===== src/rtl/jsu_pkg.sv =====
package jsu_pkg;

	// Job queue between the parser and the result serializer
	localparam int unsigned QDEPTH = 4;
	localparam int unsigned QPTR_W = (QDEPTH > 1) ? $clog2(QDEPTH) : 1;
	localparam int unsigned QCNT_W = $clog2(QDEPTH + 1);

	// Characters the parser looks for
	localparam logic [7:0] CH_QUOTE = 8'h22;
	localparam logic [7:0] CH_BSLASH = 8'h5C;
	localparam logic [7:0] CH_SLASH = 8'h2F;
	localparam logic [7:0] CH_SPACE = 8'h20;
	localparam logic [7:0] CH_TAB = 8'h09;
	localparam logic [7:0] CH_LF = 8'h0A;
	localparam logic [7:0] CH_CR = 8'h0D;
	localparam logic [7:0] CH_FF = 8'h0C;
	localparam logic [7:0] CH_BS = 8'h08;
	localparam logic [7:0] CH_LOW_B = 8'h62;
	localparam logic [7:0] CH_LOW_F = 8'h66;
	localparam logic [7:0] CH_LOW_N = 8'h6E;
	localparam logic [7:0] CH_LOW_R = 8'h72;
	localparam logic [7:0] CH_LOW_T = 8'h74;
	localparam logic [7:0] CH_LOW_U = 8'h75;

	// Surrogate ranges
	localparam logic [15:0] HI_SUR_MIN = 16'hD800;
	localparam logic [15:0] HI_SUR_MAX = 16'hDBFF;
	localparam logic [15:0] LO_SUR_MIN = 16'hDC00;
	localparam logic [15:0] LO_SUR_MAX = 16'hDFFF;
	localparam logic [10:0] PLANE1_HI = 11'h040;

	typedef enum logic [6:0] {
		PH_WAIT = 7'b0000001,
		PH_STR  = 7'b0000010,
		PH_ESC  = 7'b0000100,
		PH_HEX1 = 7'b0001000,
		PH_BSL  = 7'b0010000,
		PH_LOWU = 7'b0100000,
		PH_HEX2 = 7'b1000000
	} phase_t;

	typedef enum logic [1:0] {
		KIND_BYTE = 2'd0,
		KIND_OK   = 2'd1,
		KIND_ERR  = 2'd2
	} kind_t;

	typedef enum logic [2:0] {
		ERR_NONE     = 3'd0,
		ERR_NO_QUOTE = 3'd1,
		ERR_BAD_ESC  = 3'd2,
		ERR_BAD_HEX  = 3'd3,
		ERR_NO_LOW   = 3'd4,
		ERR_BAD_LOW  = 3'd5,
		ERR_LONE_LOW = 3'd6,
		ERR_TEXT_END = 3'd7
	} err_t;

	// One job: a status beat, or one to four decoded bytes
	typedef struct packed {
		kind_t            kind;
		err_t             err;
		logic [1:0]       last_idx;
		logic [3:0][7:0]  bytes;
	} job_t;

endpackage


===== src/rtl/jsu_if.sv =====
interface jsu_in_if;
	logic       valid;
	logic       ready;
	logic       opcode;
	logic [7:0] in_byte;

	modport source (output valid, output opcode, output in_byte, input ready);
	modport sink (input valid, input opcode, input in_byte, output ready);
endinterface

interface jsu_out_if;
	logic       valid;
	logic       ready;
	logic [1:0] out_kind;
	logic [7:0] out_byte;
	logic [2:0] error_code;
	logic       out_last;

	modport source (output valid, output out_kind, output out_byte, output error_code,
		output out_last, input ready);
	modport sink (input valid, input out_kind, input out_byte, input error_code,
		input out_last, output ready);
endinterface


===== src/rtl/jsu_front.sv =====
module jsu_front (
	input  logic          clk,
	input  logic          arst_n,
	jsu_in_if.sink        in_ch,
	output logic          q_push,
	output jsu_pkg::job_t q_job,
	input  logic          q_full
);
	import jsu_pkg::*;

	phase_t      phase_q, phase_d;
	logic [11:0] acc_q, acc_d;
	logic [1:0]  cnt_q, cnt_d;
	logic [9:0]  high_q, high_d;

	logic        accept;
	logic        job_vld;
	job_t        job;
	logic        fail;
	err_t        fail_code;
	logic [4:0]  dig;
	logic [15:0] cp_lo;
	logic [20:0] pair_cp;

	function automatic logic [4:0] nibble_of(input logic [7:0] c);
		logic [4:0] r;
		case (c) inside
			[8'h30:8'h39]: r = {1'b0, c[3:0]};
			[8'h41:8'h46], [8'h61:8'h66]: r = {1'b0, c[3:0] + 4'd9};
			default: r = 5'h10;
		endcase
		return r;
	endfunction

	function automatic job_t byte_job(input logic [7:0] b);
		job_t j;
		j = '0;
		j.kind = KIND_BYTE;
		j.err = ERR_NONE;
		j.bytes[0] = b;
		return j;
	endfunction

	function automatic job_t utf8_job(input logic [20:0] cp);
		job_t j;
		j = '0;
		j.kind = KIND_BYTE;
		j.err = ERR_NONE;
		if (cp <= 21'h7F) begin
			j.bytes[0] = cp[7:0];
			j.last_idx = 2'd0;
		end else if (cp <= 21'h7FF) begin
			j.bytes[0] = {3'b110, cp[10:6]};
			j.bytes[1] = {2'b10, cp[5:0]};
			j.last_idx = 2'd1;
		end else if (cp <= 21'hFFFF) begin
			j.bytes[0] = {4'b1110, cp[15:12]};
			j.bytes[1] = {2'b10, cp[11:6]};
			j.bytes[2] = {2'b10, cp[5:0]};
			j.last_idx = 2'd2;
		end else begin
			j.bytes[0] = {5'b11110, cp[20:18]};
			j.bytes[1] = {2'b10, cp[17:12]};
			j.bytes[2] = {2'b10, cp[11:6]};
			j.bytes[3] = {2'b10, cp[5:0]};
			j.last_idx = 2'd3;
		end
		return j;
	endfunction

	assign in_ch.ready = !q_full;
	assign accept = in_ch.valid && in_ch.ready;
	assign q_push = accept && job_vld;
	assign q_job = job;

	assign dig = nibble_of(in_ch.in_byte);
	assign cp_lo = {acc_q, dig[3:0]};
	assign pair_cp = {11'({1'b0, high_q}) + PLANE1_HI, cp_lo[9:0]};

	always_comb begin
		phase_d = phase_q;
		acc_d = acc_q;
		cnt_d = cnt_q;
		high_d = high_q;
		job_vld = 1'b0;
		job = byte_job(in_ch.in_byte);
		fail = 1'b0;
		fail_code = ERR_NONE;

		case (phase_q)
			PH_STR: begin
				if (in_ch.opcode) begin
					fail = 1'b1;
					fail_code = ERR_TEXT_END;
				end else if (in_ch.in_byte == CH_QUOTE) begin
					phase_d = PH_WAIT;
					job_vld = 1'b1;
					job = '0;
					job.kind = KIND_OK;
					job.err = ERR_NONE;
				end else if (in_ch.in_byte == CH_BSLASH) begin
					phase_d = PH_ESC;
				end else begin
					job_vld = 1'b1;
				end
			end
			PH_ESC: begin
				phase_d = PH_STR;
				if (in_ch.opcode) begin
					fail = 1'b1;
					fail_code = ERR_TEXT_END;
				end else begin
					case (in_ch.in_byte)
						CH_QUOTE, CH_BSLASH, CH_SLASH: job_vld = 1'b1;
						CH_LOW_B: begin
							job_vld = 1'b1;
							job = byte_job(CH_BS);
						end
						CH_LOW_F: begin
							job_vld = 1'b1;
							job = byte_job(CH_FF);
						end
						CH_LOW_N: begin
							job_vld = 1'b1;
							job = byte_job(CH_LF);
						end
						CH_LOW_R: begin
							job_vld = 1'b1;
							job = byte_job(CH_CR);
						end
						CH_LOW_T: begin
							job_vld = 1'b1;
							job = byte_job(CH_TAB);
						end
						CH_LOW_U: begin
							phase_d = PH_HEX1;
							acc_d = '0;
							cnt_d = '0;
						end
						default: begin
							fail = 1'b1;
							fail_code = ERR_BAD_ESC;
						end
					endcase
				end
			end
			PH_BSL: begin
				if (in_ch.opcode) begin
					fail = 1'b1;
					fail_code = ERR_TEXT_END;
				end else if (in_ch.in_byte != CH_BSLASH) begin
					fail = 1'b1;
					fail_code = ERR_NO_LOW;
				end else begin
					phase_d = PH_LOWU;
				end
			end
			PH_LOWU: begin
				if (in_ch.opcode) begin
					fail = 1'b1;
					fail_code = ERR_TEXT_END;
				end else if (in_ch.in_byte != CH_LOW_U) begin
					fail = 1'b1;
					fail_code = ERR_NO_LOW;
				end else begin
					phase_d = PH_HEX2;
					acc_d = '0;
					cnt_d = '0;
				end
			end
			PH_HEX1, PH_HEX2: begin
				if (in_ch.opcode) begin
					fail = 1'b1;
					fail_code = ERR_TEXT_END;
				end else if (dig[4]) begin
					fail = 1'b1;
					fail_code = ERR_BAD_HEX;
				end else if (cnt_q != 2'd3) begin
					acc_d = {acc_q[7:0], dig[3:0]};
					cnt_d = cnt_q + 2'd1;
				end else begin
					acc_d = '0;
					cnt_d = '0;
					if (phase_q == PH_HEX1) begin
						if (cp_lo inside {[HI_SUR_MIN:HI_SUR_MAX]}) begin
							high_d = cp_lo[9:0];
							phase_d = PH_BSL;
						end else if (cp_lo inside {[LO_SUR_MIN:LO_SUR_MAX]}) begin
							fail = 1'b1;
							fail_code = ERR_LONE_LOW;
						end else begin
							phase_d = PH_STR;
							job_vld = 1'b1;
							job = utf8_job({5'd0, cp_lo});
						end
					end else if (cp_lo inside {[LO_SUR_MIN:LO_SUR_MAX]}) begin
						phase_d = PH_STR;
						job_vld = 1'b1;
						job = utf8_job(pair_cp);
					end else begin
						fail = 1'b1;
						fail_code = ERR_BAD_LOW;
					end
				end
			end
			default: begin
				// between strings: skip white space, then need a quote
				phase_d = PH_WAIT;
				if (in_ch.opcode) begin
					fail = 1'b1;
					fail_code = ERR_NO_QUOTE;
				end else begin
					case (in_ch.in_byte) inside
						CH_SPACE, CH_TAB, CH_LF, CH_CR: phase_d = PH_WAIT;
						CH_QUOTE: phase_d = PH_STR;
						default: begin
							fail = 1'b1;
							fail_code = ERR_NO_QUOTE;
						end
					endcase
				end
			end
		endcase

		if (fail) begin
			phase_d = PH_WAIT;
			acc_d = '0;
			cnt_d = '0;
			job_vld = 1'b1;
			job = '0;
			job.kind = KIND_ERR;
			job.err = fail_code;
		end
	end

	always_ff @(posedge clk or negedge arst_n) begin
		if (!arst_n) begin
			phase_q <= PH_WAIT;
			acc_q <= '0;
			cnt_q <= '0;
			high_q <= '0;
		end else if (accept) begin
			phase_q <= phase_d;
			acc_q <= acc_d;
			cnt_q <= cnt_d;
			high_q <= high_d;
		end
	end

endmodule


===== src/rtl/jsu_queue.sv =====
module jsu_queue (
	input  logic          clk,
	input  logic          arst_n,
	input  logic          push,
	input  jsu_pkg::job_t push_job,
	output logic          full,
	input  logic          pop,
	output jsu_pkg::job_t pop_job,
	output logic          empty
);
	import jsu_pkg::*;

	job_t              slot_q [QDEPTH];
	logic [QPTR_W-1:0] wr_ptr_q;
	logic [QPTR_W-1:0] rd_ptr_q;
	logic [QCNT_W-1:0] count_q;

	function automatic logic [QPTR_W-1:0] ptr_inc(input logic [QPTR_W-1:0] p);
		return (p == QPTR_W'(QDEPTH - 1)) ? '0 : p + QPTR_W'(1);
	endfunction

	assign full = (count_q == QCNT_W'(QDEPTH));
	assign empty = (count_q == '0);
	assign pop_job = slot_q[rd_ptr_q];

	always_ff @(posedge clk) begin
		if (push) begin
			slot_q[wr_ptr_q] <= push_job;
		end
	end

	always_ff @(posedge clk or negedge arst_n) begin
		if (!arst_n) begin
			wr_ptr_q <= '0;
			rd_ptr_q <= '0;
			count_q <= '0;
		end else begin
			if (push) begin
				wr_ptr_q <= ptr_inc(wr_ptr_q);
			end
			if (pop) begin
				rd_ptr_q <= ptr_inc(rd_ptr_q);
			end
			if (push && !pop) begin
				count_q <= count_q + QCNT_W'(1);
			end else if (pop && !push) begin
				count_q <= count_q - QCNT_W'(1);
			end
		end
	end

endmodule


===== src/rtl/jsu_back.sv =====
module jsu_back (
	input  logic          clk,
	input  logic          arst_n,
	input  logic          q_empty,
	output logic          q_pop,
	input  jsu_pkg::job_t q_job,
	jsu_out_if.source     out_ch
);
	import jsu_pkg::*;

	logic       busy_q;
	logic [1:0] idx_q;
	job_t       job_q;
	logic       beat;
	logic       at_last;

	assign beat = out_ch.valid && out_ch.ready;
	assign at_last = (idx_q == job_q.last_idx);
	// load the next job when idle or as the last beat of the current one leaves
	assign q_pop = !q_empty && (!busy_q || (beat && at_last));

	assign out_ch.valid = busy_q;
	assign out_ch.out_kind = job_q.kind;
	assign out_ch.out_byte = job_q.bytes[idx_q];
	assign out_ch.error_code = job_q.err;
	assign out_ch.out_last = at_last;

	always_ff @(posedge clk) begin
		if (q_pop) begin
			job_q <= q_job;
		end
	end

	always_ff @(posedge clk or negedge arst_n) begin
		if (!arst_n) begin
			busy_q <= 1'b0;
			idx_q <= '0;
		end else if (q_pop) begin
			busy_q <= 1'b1;
			idx_q <= '0;
		end else if (beat) begin
			if (at_last) begin
				busy_q <= 1'b0;
			end else begin
				idx_q <= idx_q + 2'd1;
			end
		end
	end

endmodule


===== src/rtl/json_string_unescape_utf8.sv =====
// Channel  Dir  Payload                                        Handshake
// in_ch    in   opcode[0], in_byte[7:0]                        valid/ready
// out_ch   out  out_kind[1:0], out_byte[7:0], error_code[2:0], valid/ready
//               out_last
//
// Input beats are taken at one per cycle while the job queue has room. Each
// beat is parsed in the cycle it is taken and leaves at most one job.
// A job is one to four output beats; the serializer emits one per cycle while
// out_ch.ready is high, so a \u escape can end in four UTF-8 output beats.
// A result is registered in a queue slot, then in the serializer's job register.
// Reset clears the parser phase, queue pointers and serializer state at once.
// Output stalls back up through the four-job queue to in_ch.ready.
module json_string_unescape_utf8 (
	input  logic      clk,
	input  logic      arst_n,
	jsu_in_if.sink    in_ch,
	jsu_out_if.source out_ch
);
	import jsu_pkg::*;

	// Parser to queue
	logic q_push;
	job_t q_job_in;
	logic q_full;

	// Queue to serializer
	logic q_pop;
	job_t q_job_out;
	logic q_empty;

	// Front: take one text beat per cycle while the queue has room, track the
	// string phase and the \u digits, and turn each beat into at most one job.
	jsu_front u_front (
		.clk    (clk),
		.arst_n (arst_n),
		.in_ch  (in_ch),
		.q_push (q_push),
		.q_job  (q_job_in),
		.q_full (q_full)
	);

	// Short queue: lets the parser run on while the serializer drains
	// a multi-byte UTF-8 sequence or the output stalls.
	jsu_queue u_queue (
		.clk      (clk),
		.arst_n   (arst_n),
		.push     (q_push),
		.push_job (q_job_in),
		.full     (q_full),
		.pop      (q_pop),
		.pop_job  (q_job_out),
		.empty    (q_empty)
	);

	// Back: split each job into output beats, flag the last one.
	jsu_back u_back (
		.clk     (clk),
		.arst_n  (arst_n),
		.q_empty (q_empty),
		.q_pop   (q_pop),
		.q_job   (q_job_out),
		.out_ch  (out_ch)
	);

`ifndef NO_ASSERTIONS
	// Status beats always close the results of their input
	a_status_last: assert property (@(posedge clk) disable iff (!arst_n)
		(out_ch.valid && out_ch.out_kind != KIND_BYTE) |-> out_ch.out_last)
		else $error("status beat without out_last");

	// An error code travels exactly with error beats
	a_err_code: assert property (@(posedge clk) disable iff (!arst_n)
		out_ch.valid |-> ((out_ch.out_kind == KIND_ERR) == (out_ch.error_code != ERR_NONE)))
		else $error("error code does not match kind");

	// A multi-byte sequence continues without a gap
	a_seq_cont: assert property (@(posedge clk) disable iff (!arst_n)
		(out_ch.valid && out_ch.ready && !out_ch.out_last) |=> out_ch.valid)
		else $error("gap inside a multi-byte sequence");
`endif

endmodule

===== src/flat_wrapper.sv =====
// flat-port wrapper written by rule: the top's interface ports become plain ports
module json_string_unescape_utf8_flat import jsu_pkg::*;
  (clk, arst_n, in_ch_valid, in_ch_opcode, in_ch_in_byte, in_ch_ready, out_ch_valid, out_ch_out_kind, out_ch_out_byte, out_ch_error_code, out_ch_out_last, out_ch_ready);
  jsu_in_if in_ch_i ();
  jsu_out_if out_ch_i ();
  input  logic clk;
  input  logic arst_n;
  input wire logic [$bits(in_ch_i.valid)-1:0] in_ch_valid;
  input wire logic [$bits(in_ch_i.opcode)-1:0] in_ch_opcode;
  input wire logic [$bits(in_ch_i.in_byte)-1:0] in_ch_in_byte;
  output wire logic [$bits(in_ch_i.ready)-1:0] in_ch_ready;
  output wire logic [$bits(out_ch_i.valid)-1:0] out_ch_valid;
  output wire logic [$bits(out_ch_i.out_kind)-1:0] out_ch_out_kind;
  output wire logic [$bits(out_ch_i.out_byte)-1:0] out_ch_out_byte;
  output wire logic [$bits(out_ch_i.error_code)-1:0] out_ch_error_code;
  output wire logic [$bits(out_ch_i.out_last)-1:0] out_ch_out_last;
  input wire logic [$bits(out_ch_i.ready)-1:0] out_ch_ready;
  assign in_ch_i.valid = in_ch_valid;
  assign in_ch_i.opcode = in_ch_opcode;
  assign in_ch_i.in_byte = in_ch_in_byte;
  assign in_ch_ready = in_ch_i.ready;
  assign out_ch_valid = out_ch_i.valid;
  assign out_ch_out_kind = out_ch_i.out_kind;
  assign out_ch_out_byte = out_ch_i.out_byte;
  assign out_ch_error_code = out_ch_i.error_code;
  assign out_ch_out_last = out_ch_i.out_last;
  assign out_ch_i.ready = out_ch_ready;
  json_string_unescape_utf8 u_core (.clk(clk), .arst_n(arst_n), .in_ch(in_ch_i), .out_ch(out_ch_i));
endmodule

===== config.mk =====
export PLATFORM = sky130hd
export DESIGN_NAME = json_string_unescape_utf8_flat
export DESIGN_NICKNAME = d
export VERILOG_FILES = /design/src/rtl/jsu_pkg.sv /design/src/rtl/jsu_if.sv /design/src/rtl/jsu_front.sv /design/src/rtl/jsu_queue.sv /design/src/rtl/jsu_back.sv /design/src/rtl/json_string_unescape_utf8.sv /design/src/flat_wrapper.sv
export SDC_FILE = /design/constraint.sdc
export NUM_CORES = 1
export LEC_CHECK = 0
export BUFFER_PORTS_ARGS = -buffer_cell sky130_fd_sc_hd__buf_2
export CAP_MARGIN = 30
export CELL_PAD_IN_SITES_DETAIL_PLACEMENT = 0
export CELL_PAD_IN_SITES_GLOBAL_PLACEMENT = 1
export CORE_MARGIN = 4
export CORE_UTILIZATION = 53
export DETAILED_ROUTE_END_ITERATION = 16
export HOLD_SLACK_MARGIN = 0.15
export PLACE_DENSITY_LB_ADDON = 0.05
export SLEW_MARGIN = 40
export SYNTH_ARGS = -nofsm -noshare
export SYNTH_HDL_FRONTEND = slang
export SYNTH_SLANG_ARGS = --single-unit

===== constraint.sdc =====
create_clock -name clk -period 4.97 [get_ports clk]
set_clock_uncertainty 0.2 [all_clocks]
set_input_delay 0.2485 -clock clk [delete_from_list [all_inputs] [get_ports clk]]
set_output_delay 0.2485 -clock clk [all_outputs]
set_load 0.02 [all_outputs]

==> impl_metrics.toml, run 1 <==
[outcome]
status = "completed"

[final_layout]
area_growth_pct = 12.31
layout-drive-gt1-share = 0.1973
fin_nets = 817
seq_area_um2 = 6287
antennaDiodeCount = 0
fin_util = 0.6034
multiInputGateArea_um2 = 3913
fill_cells = 1531

[synthesis]
yosysTopAreaCellShare = 0.5042
ys_seq_area_frac = 0.6028
avgSynthCellArea_um2 = 13.86
synth_area_leaders = "edfxtp_1 50%, dfrtp_1 9.6%, mux4_2 9.1%, nor2_1 2.1%, nand2_1 1.7%"
yosysTopAreaCell = "edfxtp_1"
yosysUniqueCellTypes = 87
netlist_area_um2 = 10420
synth_ff_type = "edfxtp_1"
syn-instance-count = 752
synth_seq_cells = 216
synth_nets = 779
yosys_warnings = 0
synthArstFlopShare = 0.1898
synth-edff-count = 175

[sta]
tightest_slew_ps = 837.6
rsz0062_at_grt = "false"
hold_viol = 0
setup_viol = 0
fin_tns_setup_ps = 0
post-route-min-period_ps = 4472
worst_hold_slack_ps = 239.0
max_freq_mhz = 223.6
period_share = 0.8998
slew_headroom = 0.4386
slew_viol_final = 0

[global_routing]
grt_use_total = 0.2364
antenna_found_initial = 0
overflow = 0
grt_start_max_net_pins = 41
grt_pass1_vias = 6810
grt_pass1_wl_mm = 40.52

[route]
drt_iter0_markers = 568
via_count = 6730
dr.pass1.iters = 5
avgRoutedWirePerCell_um = 23.68
routed_wl_mm = 25.36
drc_errors = 0
postRouteAntennaNets = 0
viasPerCell = 6.284

[place]
numPortBuffers = 28
globalplace.congestion = 0.9224
dp_hpwl_mm = 17.57

[run]
max-cap-violations = 0

[worst_setup_path]
worstPathMaxFanout = 14
path_class = "in2reg"
critPathRequiredTime_ps = 4980
r2r_slack_ps = 820
cp-end-kind = "flip-flop"
worstPathArrival_ps = 4480
startpoint_type = "primary input"

[pwr]
power_leakage_nw = 4.261
cellPowerDensity_nw_per_um2 = 464.4
finalPower_mw = 5.436
vdd_drop_max_mv = 0.2414

[floorplan]
core.rowCount = 51
pin_count = 29
start_util = 0.5373
fp.dieW_um = 148.2
dieHeight_um = 148.2
die-area_um2 = 21970
fp.coreArea_um2 = 19400

[min_path]
hp-class = "in2reg"

[clock_tree]
cts_resized = 0
clk_latency_ps = 490
htreeDepth = 1
cts_sinks = 216
cts-root-buf = "clkbuf_16"
cts_made_buffers = 23
clk_pin_slew_worst_paths_ps = 60
clockBufferDepth = 3
cts_tree = "yes"
==> metrics by stage <==
stage / area [µm²] / setup WS (ps) / instances
after global placement: 10860 / 558.1 / 1021
final: 11710 / 497.8 / 1071
after floorplan: 10420 / 287.4 / 752
after detailed placement: 10870 / 482.6 / 1021
after global routing: 11710 / 292.4 / 1071
after CTS: 11670 / 520.1 / 1071
==> worst max-delay path, cell delays in order <==
cell and delay [ps]:
dlygate4sd3_1 530, buf_2 160, or4b_4 550, nor3_4 460, a22oi_1 320, or3_1 450
o31ai_4 710, nand2_1 120, a311o_1 370, a311oi_1 560
==> placed cells by master, fill, tap and decap left out, drive strengths merged, types with 9 or more instances in the layout <==
cell type / count
and2: 10
nor3: 24
edfxtp: 175
buf: 50
a21oi: 25
o21ai: 22
mux2i: 16
mux2: 13
clkbuf: 31
nor2: 58
o22ai: 11
a22o: 14
nor4: 13
nor2b: 9
mux4: 42
nand2: 49
or3: 9
ha: 13
nand3: 9
inv: 20
dfrtp: 40
o31ai: 10
==> synth_stat cells (9+ instances only) <==
master	count
edfxtp_1	175
nor2_1	57
nand2_1	48
mux4_2	42
dfrtp_1	40
clkbuf_1	27
a21oi_1	25
nor3_1	22
inv_1	19
o21ai_0	18
mux2i_1	16
a22o_1	14
ha_1	13
nor4_1	12
o22ai_1	11
mux2_2	10
and2_1	9
nand3_1	9
nor2b_1	9
or3_1	9
==> state kept, by name (all words and copies together) (netlist names), 2 cells and up <==
signal,cells
u_core.u_queue.count_q,3
u_core.u_front.high_q,10
u_core.u_back.idx_q,2
u_core.u_back.out_ch.out_kind,2
u_core.u_queue.wr_ptr_q,2
u_core.u_queue.slot_q,140
u_core.u_front.cnt_q,2
u_core.u_back.out_ch.error_code,3
u_core.u_back.job_q,30
u_core.u_front.acc_q,12
u_core.u_queue.rd_ptr_q,2
u_core.u_front.phase_q,7
==> worst paths after layout <==
path | cells after the start | start | to
max reg2reg | 11 | u_core.u_front.phase_q[5] | u_core.u_queue.count_q[2]
max | 10 | in_ch_in_byte[7] | u_core.u_queue.slot_q[1][2]
min | 5 | in_ch_in_byte[2] | u_core.u_front.phase_q[3]
min reg2reg | 2 | u_core.u_front.cnt_q[1] | u_core.u_front.cnt_q[1]
max in group asynchronous | 4 | arst_n | u_core.u_front.high_q[1]
min in group asynchronous | 3 | arst_n | u_core.u_front.phase_q[0]
==> cell type report <==
cell class,instances,share of cell area
clock inverter,10,0.006734
timing repair buffer,58,0.03485
tap,265,0.02833
sequential,216,0.5371
inverter,19,0.006093
multi-input combinational,472,0.3343
clock buffer,31,0.05259
==> power by group <==
group | total, mW | internal (mW) | switching (mW)
registers | 2.65 | 2.40 | 0.246
logic | 1.22 | 0.568 | 0.648
clock network | 1.57 | 0.921 | 0.649
total | 5.44 | 3.89 | 1.54
==> cells by family after synthesis <==
kind of cell             count (synthesis)  share of synthesized area
multiplexers                            71                     0.1202
flip-flops                             216                     0.6028
adder cells (fa/ha/maj)                 14                    0.01753
AND/OR/NAND/NOR                        230                     0.1203
XOR/XNOR                                 7                   0.005882
buffers and inverters                   64                    0.02605
AO/OA/AOI/OAI                          150                     0.1073
==> per-layer routing <==
layer / track usage / wire length, µm / vias to the layer above
li1: - / - / 3040
met1: 0.3470 / 11370 / 3429
met2: 0.3827 / 12230 / 228
met3: 0.03656 / 1365 / 33
met4: 0.04665 / 387 / 0
met5: 0 / 0 / -
==> what timing repair did <==
action / in CTS / in global routing
setup buffers: 0 / 0
endpoints found under the hold margin: 65 / 0
hold buffers: 9 / 0
setup endpoints to repair: 0 / 0
Power figures use the tool's default switching activity.
==> inputs of run 2 (changes only) <==
Settings changed: CORE_MARGIN 4 to 5, CORE_UTILIZATION 53 to 57.
Clock period 4.97 ns to 5.52 ns, I/O delays scaled along.
==> run 2 against run 1 <==
Compared with the run above:
- via count fell by 1.2%
- largest power group unchanged
- critical path type unchanged
- worst hold slack lost 27 ps
- sequential cell count stayed put
- largest cell class unchanged
- first-iteration DRC count is 0.35% lower
- power decreased by 11%
- core utilization grew 3.9 points
==> impl_metrics.toml, run 2 (synthesis gave the netlist of run 1 again) <==
[outcome]
status = "completed"

[final_layout]
fin_nets = 809
most-common-layout-cells = "175 x edfxtp_1, 56 x nor2_1, 48 x nand2_1, 42 x mux4_2, 39 x dfrtp_1"
fill_cells = 1324
largest_reg_flops = 140
layout-drive-gt1-share = 0.1877
area_growth_pct = 10.73
final_common_cell = "edfxtp_1"
largest_register = "u_core.u_queue.slot_q"
antennaDiodeCount = 0
top_regs = "u_core.u_queue.slot_q x140, u_core.u_back.job_q x30, u_core.u_front.acc_q x12"

[clock_tree]
cts-root-buf = "clkbuf_16"
clk_latency_ps = 500
clockBufferDepth = 3
cts_tree = "yes"
cts_setup_buffers = 0
cts_resized = 0
htreeDepth = 1
clk_pin_slew_worst_paths_ps = 60
cts_made_buffers = 23
cts_sinks = 216

[place]
globalplace.congestion = 0.9679
dp_hpwl_mm = 17.42
numPortBuffers = 28

[floorplan]
fp.dieW_um = 145.2
dieHeight_um = 145.2
fp.coreArea_um2 = 17960
die-area_um2 = 21090
start_util = 0.5802
core.rowCount = 49
pin_count = 29

[route]
drc_errors = 0
viasPerCell = 6.471
routed_wl_mm = 25.24
postRouteAntennaNets = 0
drt_iter0_markers = 566
dr.pass1.iters = 5
via_count = 6652
avgRoutedWirePerCell_um = 24.55

[pwr]
power_leakage_nw = 4.198
swShare = 0.2886
switching_power_mw = 1.399
cellPowerDensity_nw_per_um2 = 419.9
combPwrFrac = 0.241
intPower_mw = 3.447
vdd_drop_max_mv = 0.4770
p_seq_frac = 0.476
finalPower_mw = 4.846
clockPowerShare = 0.283

[sta]
setup_viol = 0
fin_tns_setup_ps = 0
post-route-min-period_ps = 4461
hold_viol = 0
slew_viol_final = 0
rsz0062_at_grt = "false"
tightest_slew_ps = 814.9
max_freq_mhz = 224.2
slew_headroom = 0.4531
period_share = 0.8081

[min_path]
min_from = "in_ch_in_byte[2]"
holdPathStages = 5
hold-path-endpoint = "u_core.u_front.phase_q[3]"
hp-class = "in2reg"

[worst_setup_path]
r2r_slack_ps = 1370
worst_r2r_path_depth = 11
worstPathMaxFanout = 14
worstPathArrival_ps = 4480
cp-end-kind = "flip-flop"
critPathRequiredTime_ps = 5540
r2r-start = "u_core.u_front.phase_q[5]"
r2r-end = "u_core.u_queue.count_q[2]"
path_class = "in2reg"
startpoint_type = "primary input"

[global_routing]
overflow = 0
grt_pass1_wl_mm = 39.72
antenna_found_initial = 0
grt_start_max_net_pins = 39
grt_pass1_vias = 6771
grt_use_total = 0.2376

[run]
max-cap-violations = 0
run 2: cell count changes in the layout (fill, tap and decap cells not counted), moves of 2 or more:
cell,before,now
buf_4,22,12
buf_2,27,30
inv_6,0,3
nor3_2,2,0
nor4_1,10,12
nor4_2,2,0
run 2: worst max-delay path: stages:
cell and delay (ps):
dlygate4sd3_1 530, buf_2 160, or4b_4 540, nor3_4 420, a22oi_1 120, buf_2 200
buf_2 160, or3_1 370, o31ai_4 650, nand2_1 110, a311o_1 410, a311oi_1 520
run 2: power by group through the flow:
stage / Sequential [mW] / Clock, mW / Combinational, mW
2_1_floorplan: 2.26 / 0 / 0.912
3_3_place_gp: 2.32 / 0 / 1.16
3_5_place_dp: 2.34 / 0 / 1.18
4_1_cts: 2.32 / 1.39 / 1.19
5_1_grt: 2.34 / 1.47 / 1.28
6_report: 2.31 / 1.37 / 1.17
run 2: worst max-delay path by stage:
stage | end | slack, ps | startpoint
after CTS | u_core.u_queue.slot_q[3][5] | 1070 | in_ch_in_byte[7]
after global placement | u_core.u_queue.slot_q[0][5] | 1000 | in_ch_in_byte[1]
after global routing | u_core.u_queue.slot_q[2][2] | 870 | in_ch_in_byte[7]
final | u_core.u_queue.slot_q[3][2] | 1060 | in_ch_in_byte[7]
after detailed placement | u_core.u_queue.slot_q[0][5] | 980 | in_ch_in_byte[1]
after floorplan | u_core.u_queue.count_q[1] | 840 | u_core.u_back.idx_q[1]
run 2: per-stage QoR:
stage / instance area (µm²) / cells / hold slack (ps) / util / setup slack [ps]
6_report: 11540 / 1028 / 211.7 / 0.6425 / 1059
5_1_grt: 11540 / 1028 / 262.0 / 0.6425 / 870.1
3_3_place_gp: 10740 / 975 / 265.4 / 0.5981 / 1004
2_1_floorplan: 10420 / 752 / -219.6 / - / 837.4
4_1_cts: 11540 / 1028 / 186.2 / 0.6423 / 1071
3_5_place_dp: 10770 / 977 / 116.9 / 0.5996 / 976.5
run 2: area by class of cell:
class,count,area (µm²),share of cell area
Clock buffer,29,598.1,0.05182
Inverter,19,71.32,0.006180
Timing Repair Buffer,50,320.3,0.02775
Clock inverter,13,77.57,0.006722
Multi-Input combinational cell,472,3904,0.3382
Sequential cell,216,6284,0.5444
Tap cell,229,286.5,0.02483
run 2: timing repair:
action | 4_1_cts | 5_1_grt
setup endpoints to repair | 0 | 0
hold endpoints to repair | 65 | 0
hold buffers | 9 | 0
run 2: per-layer routing:
metal / GRT usage / wire [µm]
met5: 0 / 0
met4: 0.06950 / 726
met3: 0.04646 / 1545
met2: 0.3789 / 12120
met1: 0.3368 / 10850
